## src/hw/rtl/shsd_pkg.sv

```systemverilog
// Shared constants, data-position table and result type for the split Hamming decoder.
package shsd_pkg;

    localparam int WORD_BITS   = 26;
    localparam int FIRST_LEN   = 12;
    localparam int SMALL_LEN   = 7;
    localparam int SECOND_BASE = 12;
    localparam int THIRD_BASE  = 19;
    localparam int DATA_BITS   = 16;
    localparam int SYN1_BITS   = 4;
    localparam int SYN_BITS    = 3;
    localparam int NUM_BLOCKS  = 3;

    // Non-parity bit positions of the whole word, ascending.
    localparam logic [4:0] DATA_POS [DATA_BITS] = '{
        5'd2,  5'd4,  5'd5,  5'd6,  5'd8,  5'd9,  5'd10, 5'd11,
        5'd14, 5'd16, 5'd17, 5'd18, 5'd21, 5'd23, 5'd24, 5'd25
    };

    typedef struct packed {
        logic [WORD_BITS-1:0]  corrected_word;
        logic [DATA_BITS-1:0]  data_word;
        logic [SYN1_BITS-1:0]  syndrome_first;
        logic [SYN_BITS-1:0]   syndrome_second;
        logic [SYN_BITS-1:0]   syndrome_third;
        logic [NUM_BLOCKS-1:0] corrected_flags;
        logic                  uncorrectable;
    } t_result;

endpackage

```

## src/hw/rtl/shsd_decode.sv

```systemverilog
// Combinational syndrome, single-bit correction and data extraction for one 26-bit word.
module shsd_decode (
    input  logic [shsd_pkg::WORD_BITS-1:0] i_word,
    output shsd_pkg::t_result              o_result
);

    logic [shsd_pkg::FIRST_LEN-1:0] blk1;
    logic [shsd_pkg::SMALL_LEN-1:0] blk2;
    logic [shsd_pkg::SMALL_LEN-1:0] blk3;
    logic [shsd_pkg::SYN1_BITS-1:0] s1;
    logic [shsd_pkg::SYN_BITS-1:0]  s2;
    logic [shsd_pkg::SYN_BITS-1:0]  s3;
    logic                           fix1;
    logic                           bad;
    logic [shsd_pkg::FIRST_LEN-1:0] flip1;
    logic [shsd_pkg::SMALL_LEN-1:0] flip2;
    logic [shsd_pkg::SMALL_LEN-1:0] flip3;
    logic [shsd_pkg::WORD_BITS-1:0] fixed;
    logic [shsd_pkg::DATA_BITS-1:0] data;

    assign blk1 = i_word[shsd_pkg::FIRST_LEN-1:0];
    assign blk2 = i_word[shsd_pkg::SECOND_BASE +: shsd_pkg::SMALL_LEN];
    assign blk3 = i_word[shsd_pkg::THIRD_BASE +: shsd_pkg::SMALL_LEN];

    // Syndrome = XOR of 1-based positions of all set bits.
    always_comb begin
        s1 = '0;
        s2 = '0;
        s3 = '0;
        for (int k = 0; k < shsd_pkg::FIRST_LEN; k++) begin
            if (blk1[k]) begin
                s1 = s1 ^ shsd_pkg::SYN1_BITS'(k + 1);
            end
        end
        for (int k = 0; k < shsd_pkg::SMALL_LEN; k++) begin
            if (blk2[k]) begin
                s2 = s2 ^ shsd_pkg::SYN_BITS'(k + 1);
            end
            if (blk3[k]) begin
                s3 = s3 ^ shsd_pkg::SYN_BITS'(k + 1);
            end
        end
    end

    // Syndromes 13..15 point past the 12-bit block: flag, no flip.
    assign fix1 = (s1 != '0) && (s1 <= shsd_pkg::SYN1_BITS'(shsd_pkg::FIRST_LEN));
    assign bad  = (s1 > shsd_pkg::SYN1_BITS'(shsd_pkg::FIRST_LEN));

    assign flip1 = fix1 ? (shsd_pkg::FIRST_LEN'(1) << (s1 - 4'd1)) : '0;
    assign flip2 = (s2 != '0) ? (shsd_pkg::SMALL_LEN'(1) << (s2 - 3'd1)) : '0;
    assign flip3 = (s3 != '0) ? (shsd_pkg::SMALL_LEN'(1) << (s3 - 3'd1)) : '0;

    assign fixed = {blk3 ^ flip3, blk2 ^ flip2, blk1 ^ flip1};

    always_comb begin
        for (int k = 0; k < shsd_pkg::DATA_BITS; k++) begin
            data[k] = fixed[shsd_pkg::DATA_POS[k]];
        end
    end

    assign o_result.corrected_word  = fixed;
    assign o_result.data_word       = data;
    assign o_result.syndrome_first  = s1;
    assign o_result.syndrome_second = s2;
    assign o_result.syndrome_third  = s3;
    assign o_result.corrected_flags = {s3 != '0, s2 != '0, fix1};
    assign o_result.uncorrectable   = bad;

endmodule

```

## src/hw/rtl/split_hamming_sec_decoder_26bit.sv

```systemverilog
// Top level: input register, decode logic and result register of the split Hamming decoder.
//
//  channel | valid       | ready       | payload
//  --------+-------------+-------------+--------------------------------------------------
//  in      | i_in_valid  | o_in_ready  | i_codeword
//  out     | o_out_valid | i_out_ready | o_corrected_word, o_data_word, o_syndrome_*,
//          |             |             | o_corrected_flags, o_uncorrectable
//
// One transaction per cycle while the result is not stalled; outputs are registered.
// Decode (three XOR syndrome trees, one-hot flips) sits between the input register
// and the result register. Synchronous active-low reset empties both stages.
// While the result is stalled, one more transaction is taken into the input register.
module split_hamming_sec_decoder_26bit (
    input  logic                             i_clk,
    input  logic                             i_rst_n,
    input  logic                             i_in_valid,
    output logic                             o_in_ready,
    input  logic [shsd_pkg::WORD_BITS-1:0]   i_codeword,
    output logic                             o_out_valid,
    input  logic                             i_out_ready,
    output logic [shsd_pkg::WORD_BITS-1:0]   o_corrected_word,
    output logic [shsd_pkg::DATA_BITS-1:0]   o_data_word,
    output logic [shsd_pkg::SYN1_BITS-1:0]   o_syndrome_first,
    output logic [shsd_pkg::SYN_BITS-1:0]    o_syndrome_second,
    output logic [shsd_pkg::SYN_BITS-1:0]    o_syndrome_third,
    output logic [shsd_pkg::NUM_BLOCKS-1:0]  o_corrected_flags,
    output logic                             o_uncorrectable
);

    logic                           r_in_valid;
    logic [shsd_pkg::WORD_BITS-1:0] r_in_word;
    logic                           r_out_valid;
    shsd_pkg::t_result              r_out;
    shsd_pkg::t_result              n_out;
    logic                           out_free;
    logic                           in_take;

    assign out_free   = !r_out_valid || i_out_ready;
    assign o_in_ready = !r_in_valid || out_free;
    assign in_take    = i_in_valid && o_in_ready;

    shsd_decode u_decode (
        .i_word   (r_in_word),
        .o_result (n_out)
    );

    always_ff @(posedge i_clk) begin
        if (!i_rst_n) begin
            r_in_valid <= 1'b0;
        end else if (o_in_ready) begin
            r_in_valid <= i_in_valid;
        end
    end

    always_ff @(posedge i_clk) begin
        if (in_take) begin
            r_in_word <= i_codeword;
        end
    end

    always_ff @(posedge i_clk) begin
        if (!i_rst_n) begin
            r_out_valid <= 1'b0;
        end else if (out_free) begin
            r_out_valid <= r_in_valid;
        end
    end

    always_ff @(posedge i_clk) begin
        if (out_free && r_in_valid) begin
            r_out <= n_out;
        end
    end

    assign o_out_valid       = r_out_valid;
    assign o_corrected_word  = r_out.corrected_word;
    assign o_data_word       = r_out.data_word;
    assign o_syndrome_first  = r_out.syndrome_first;
    assign o_syndrome_second = r_out.syndrome_second;
    assign o_syndrome_third  = r_out.syndrome_third;
    assign o_corrected_flags = r_out.corrected_flags;
    assign o_uncorrectable   = r_out.uncorrectable;

    a_in_lands: assert property (@(posedge i_clk) disable iff (!i_rst_n)
        in_take |=> r_in_valid)
        else $error("accepted transaction not held in input register");

    a_stall_keeps: assert property (@(posedge i_clk) disable iff (!i_rst_n)
        (r_out_valid && !i_out_ready) |=> r_out_valid)
        else $error("stalled result dropped");

    a_bad_no_flip: assert property (@(posedge i_clk) disable iff (!i_rst_n)
        (r_out_valid && r_out.uncorrectable) |-> !r_out.corrected_flags[0])
        else $error("uncorrectable block reported as corrected");

    a_bad_range: assert property (@(posedge i_clk) disable iff (!i_rst_n)
        r_out_valid |-> (r_out.uncorrectable ==
                         (r_out.syndrome_first > 4'(shsd_pkg::FIRST_LEN))))
        else $error("uncorrectable flag disagrees with first syndrome");

    a_small_flags: assert property (@(posedge i_clk) disable iff (!i_rst_n)
        r_out_valid |-> ((r_out.corrected_flags[1] == (r_out.syndrome_second != 3'd0)) &&
                         (r_out.corrected_flags[2] == (r_out.syndrome_third != 3'd0))))
        else $error("small-block flag disagrees with its syndrome");

endmodule
```

## config.mk

```make
export PLATFORM = sky130hd
export DESIGN_NAME = split_hamming_sec_decoder_26bit
export DESIGN_NICKNAME = d
export VERILOG_FILES = /design/src/hw/rtl/shsd_pkg.sv /design/src/hw/rtl/shsd_decode.sv /design/src/hw/rtl/split_hamming_sec_decoder_26bit.sv
export SDC_FILE = /design/constraint.sdc
export NUM_CORES = 1
export LEC_CHECK = 0
export ABC_AREA = 0
export ABC_CLOCK_PERIOD_IN_PS = 3470
export BUFFER_PORTS_ARGS = -buffer_cell sky130_fd_sc_hd__buf_2
export CORE_AREA = 5 5 83 85
export DETAILED_ROUTE_END_ITERATION = 16
export DIE_AREA = 0 0 88 90
export PLACE_DENSITY = 0.79
export SLEW_MARGIN = 20
export SYNTH_ARGS = -nofsm -noshare
export SYNTH_HDL_FRONTEND = slang
export SYNTH_SLANG_ARGS = --single-unit
```

## constraint.sdc

```tcl
create_clock -name i_clk -period 3.47 [get_ports i_clk]
set_clock_uncertainty 0.15 [all_clocks]
set_input_delay 0.347 -clock i_clk [delete_from_list [all_inputs] [get_ports i_clk]]
set_output_delay 0.347 -clock i_clk [all_outputs]
set_load 0.02 [all_outputs]
```

==> metrics.md <==
| Metric | Value |
|---|---|
| Status | `finished, final reports clean` |
| RSZ-0062 raised after global routing | `false` |
| VDD IR max | `0.000294 V` |
| Sw frac | `0.275` |
| Max Cap Viol | `0` |
| Synth Warn # | `0` |
| R2R setup slack | `1.28 ns` |
| Layout cell share with drive strength beyond 1 | `0.380` |
| Min Tclk post-route | `2.19 ns` |
| Area growth syn-to-layout | `20.2%` |
| Synth Cell Area | `0.00307 mm^2` |
| Setup_tns | `0 ns` |
| Worst reg2reg startpoint | `r_in_word[18]$_DFFE_PP_` |
| Data required, critical path | `3.41 ns` |
| Drc violations | `0` |
| Cells after synthesis | `207` |
| Clock tree from TritonCTS | `built` |
| Clock network power share | `0.279` |
| Rows | `29` |
| Clk sinks | `68` |
| Crit-path max FO | `6` |
| #FFs+latches synth | `68` |
| Core Util, Final | `0.602` |
| Initial DRC count | `58` |
| Sequential fraction of the synthesis area | `0.659` |
| Via count | `1746` |
| Ant diodes | `0` |
| Global Route Usage Sum | `0.139` |
| Hold Path Origin | `i_codeword[13]` |
| Wire per inst | `13.8 um` |
| Worst Tran Pin Value | `0.518 ns` |
| Gates resized, CTS repair | `0` |
| CTS root buf | `clkbuf_8` |
| DIE WIDTH | `88 um` |
| Post-route ant nets | `0` |
| Via density | `4.69` |
| TritonCTS Buffers | `9` |
| Placer Congestion | `0.819` |
| Core area | `0.00613 mm^2` |
| Die area | `0.00792 mm^2` |
| Worst Hold Class | `in -> reg` |
| Maximum clock insertion buffer count | `2` |
| Ys async rst share | `0` |
| Final WL | `5120 um` |
| FMAX | `0.457 GHz` |
| Netlist cell types | `28` |
| Slew Limit Headroom | `0.652` |
| Slew Viols, Final | `0` |
| Pwr Density | `564 mW/mm^2` |
| Port Buf Inserts | `87` |
| # Post-CTS Setup Buffers | `0` |
| Largest net degree at the start of global routing | `41` |
| Crit path launch type | `flip-flop` |
| Reg power frac | `0.495` |
| Mean Syn Cell Area | `14.8 um^2` |
| Final hold slack | `0.0343 ns` |
| Reg2Reg Depth | `7` |
| Cts hold-fix bufs | `0` |
| Syn nets | `239` |
| Clock transition at the registers of the reported paths | `0.07 ns` |
| Initial cell density of the core | `0.501` |
| Int Power | `1.51 mW` |
| Hold path depth | `1` |
| Final hold vios | `0` |
| Placed wire-length estimate | `3880 um` |
| First-pass GRT wire length | `8210 um` |
| WS Path Type | `reg -> reg` |
| Layout Nets | `323` |
| Hold endpoint | `r_in_word[13]$_DFFE_PP_` |
| Critical Path Sink Type | `flip-flop` |
| Number of iterations in the first detailed-routing pass | `4` |
| Psw | `0.572 mW` |
| Primary FF master, synth | `edfxtp_1` |
| Pleak | `1.47 nW` |
| CP arrival | `2.13 ns` |
| Comb pwr share | `0.227` |
| R2R Path End | `o_corrected_word[14]$_DFFE_PP_` |
| I/O Pins | `88` |
| Chip height | `90 um` |
| H-tree depth | `3` |
| Initial antenna violation count | `0` |
| GRT Residual Overflow | `0` |
| Final setup vio count | `0` |
| Clock Latency Late Sink | `0.33 ns` |
| Number of global-route vias before repair | `1714` |
| Tcrit/Tclk final | `0.631` |
| Post-synth EDFFs | `66` |
==> worst max path at each step <==
stage	to	cells past startpoint	slack (ns)	from
after global routing	o_corrected_word[20]$_DFFE_PP_	6	1.15	r_in_word[25]$_DFFE_PP_
after floorplan	o_corrected_flags[0]$_DFFE_PP_	2	0.53	o_out_valid$_SDFFE_PN0P_
after detailed placement	o_corrected_word[14]$_DFFE_PP_	7	1.30	r_in_word[18]$_DFFE_PP_
final	o_corrected_word[14]$_DFFE_PP_	7	1.28	r_in_word[18]$_DFFE_PP_
after CTS	o_corrected_word[20]$_DFFE_PP_	6	1.26	r_in_word[21]$_DFFE_PP_
after global placement	o_corrected_word[21]$_DFFE_PP_	7	1.34	r_in_word[21]$_DFFE_PP_
==> sequential cells by signal, indices dropped and copies added (netlist names) <==
name	cells
o_corrected_word	26
r_in_word	26
o_syndrome_first	4
o_corrected_flags	3
o_syndrome_second	3
o_syndrome_third	3
o_out_valid	1
o_uncorrectable	1
r_in_valid	1
==> per-layer routing <==
layer  vias to the layer above  global-route usage  routed length, um
li1                        871                   -                  -
met3                        12              0.0302                391
met4                         0              0.0806                129
met2                        65               0.233               2730
met1                       798               0.160               1860
met5                         -                   0                  0
==> cell type report <==
class / instances / area [um^2]
Sequential cell: 68 / 2020
Tap cell: 77 / 96.3
Inverter: 4 / 16.3
Timing Repair Buffer: 89 / 463
Clock inverter: 4 / 41.3
Multi-Input combinational cell: 119 / 920
Clock buffer: 11 / 131
Fill cell: 495 / 2440
==> power by group through the flow <==
stage          clock network (mW)  logic (mW)  registers [mW]
3_5_place_dp                    0       0.470            1.05
2_1_floorplan                   0       0.314            1.10
6_report                    0.579       0.471            1.03
5_1_grt                     0.639       0.519            1.04
4_1_cts                     0.602       0.473            1.03
3_3_place_gp                    0       0.456            1.05
==> Yosys cell counts, types with 2 or more instances <==
master    instances  area share
xor2_1           12       0.034
or3_1             2      0.0041
a21o_1            2      0.0049
nand2b_4          2      0.0090
and2_1            4      0.0081
nor2_1           11       0.013
buf_4            16       0.039
nand2_1          19       0.023
xnor3_2           2       0.015
edfxtp_1         66        0.65
dfxtp_1           2       0.013
xnor2_1          38        0.11
nand3_1           6      0.0098
a21oi_1           3      0.0049
nor3_1            3      0.0049
nor2b_1           3      0.0061
inv_1             2      0.0024
nor2_2            3      0.0061
ha_1              2      0.0081
==> worst max-delay path, cell delays in order, from the launching register on <==
cell,delay [ns]
edfxtp_1,0.46
xnor2_1,0.20
or3_1,0.41
nand2_1,0.08
ha_1,0.28
nor2_1,0.14
nand2_1,0.08
xnor2_1,0.15
==> placed cells by master (no fill, tap or decap), drive strengths merged, types with 4 or more instances in the layout <==
| cell | instances |
|---|---|
| xnor2 | 39 |
| nand2 | 19 |
| clkinv | 4 |
| nor2 | 14 |
| xor2 | 13 |
| and2 | 4 |
| nand3 | 6 |
| edfxtp | 66 |
| buf | 89 |
| clkbuf | 11 |
==> through the flow <==
step | total power [mW] | setup WS, ns | area (um^2) | std cells
floorplan | 1.41 | 0.528 | 3070 | 207
global placement | 1.50 | 1.34 | 3500 | 356
detailed placement | 1.52 | 1.30 | 3500 | 356
CTS | 2.11 | 1.26 | 3670 | 371
global route | 2.19 | 1.15 | 3690 | 372
finish | 2.08 | 1.28 | 3690 | 372
==> cell families after synthesis <==
kind of cell | count (synthesis) | share of synthesized area
and+or+nand+nor | 54 | 0.0868
buffers and inverters | 20 | 0.0444
xor gates and xnor gates | 56 | 0.188
DFF | 68 | 0.659
AOI/OAI and AO/OA | 7 | 0.0143
adders and majority gates | 2 | 0.00815
No activity file was read; power rests on OpenSTA's default activity.
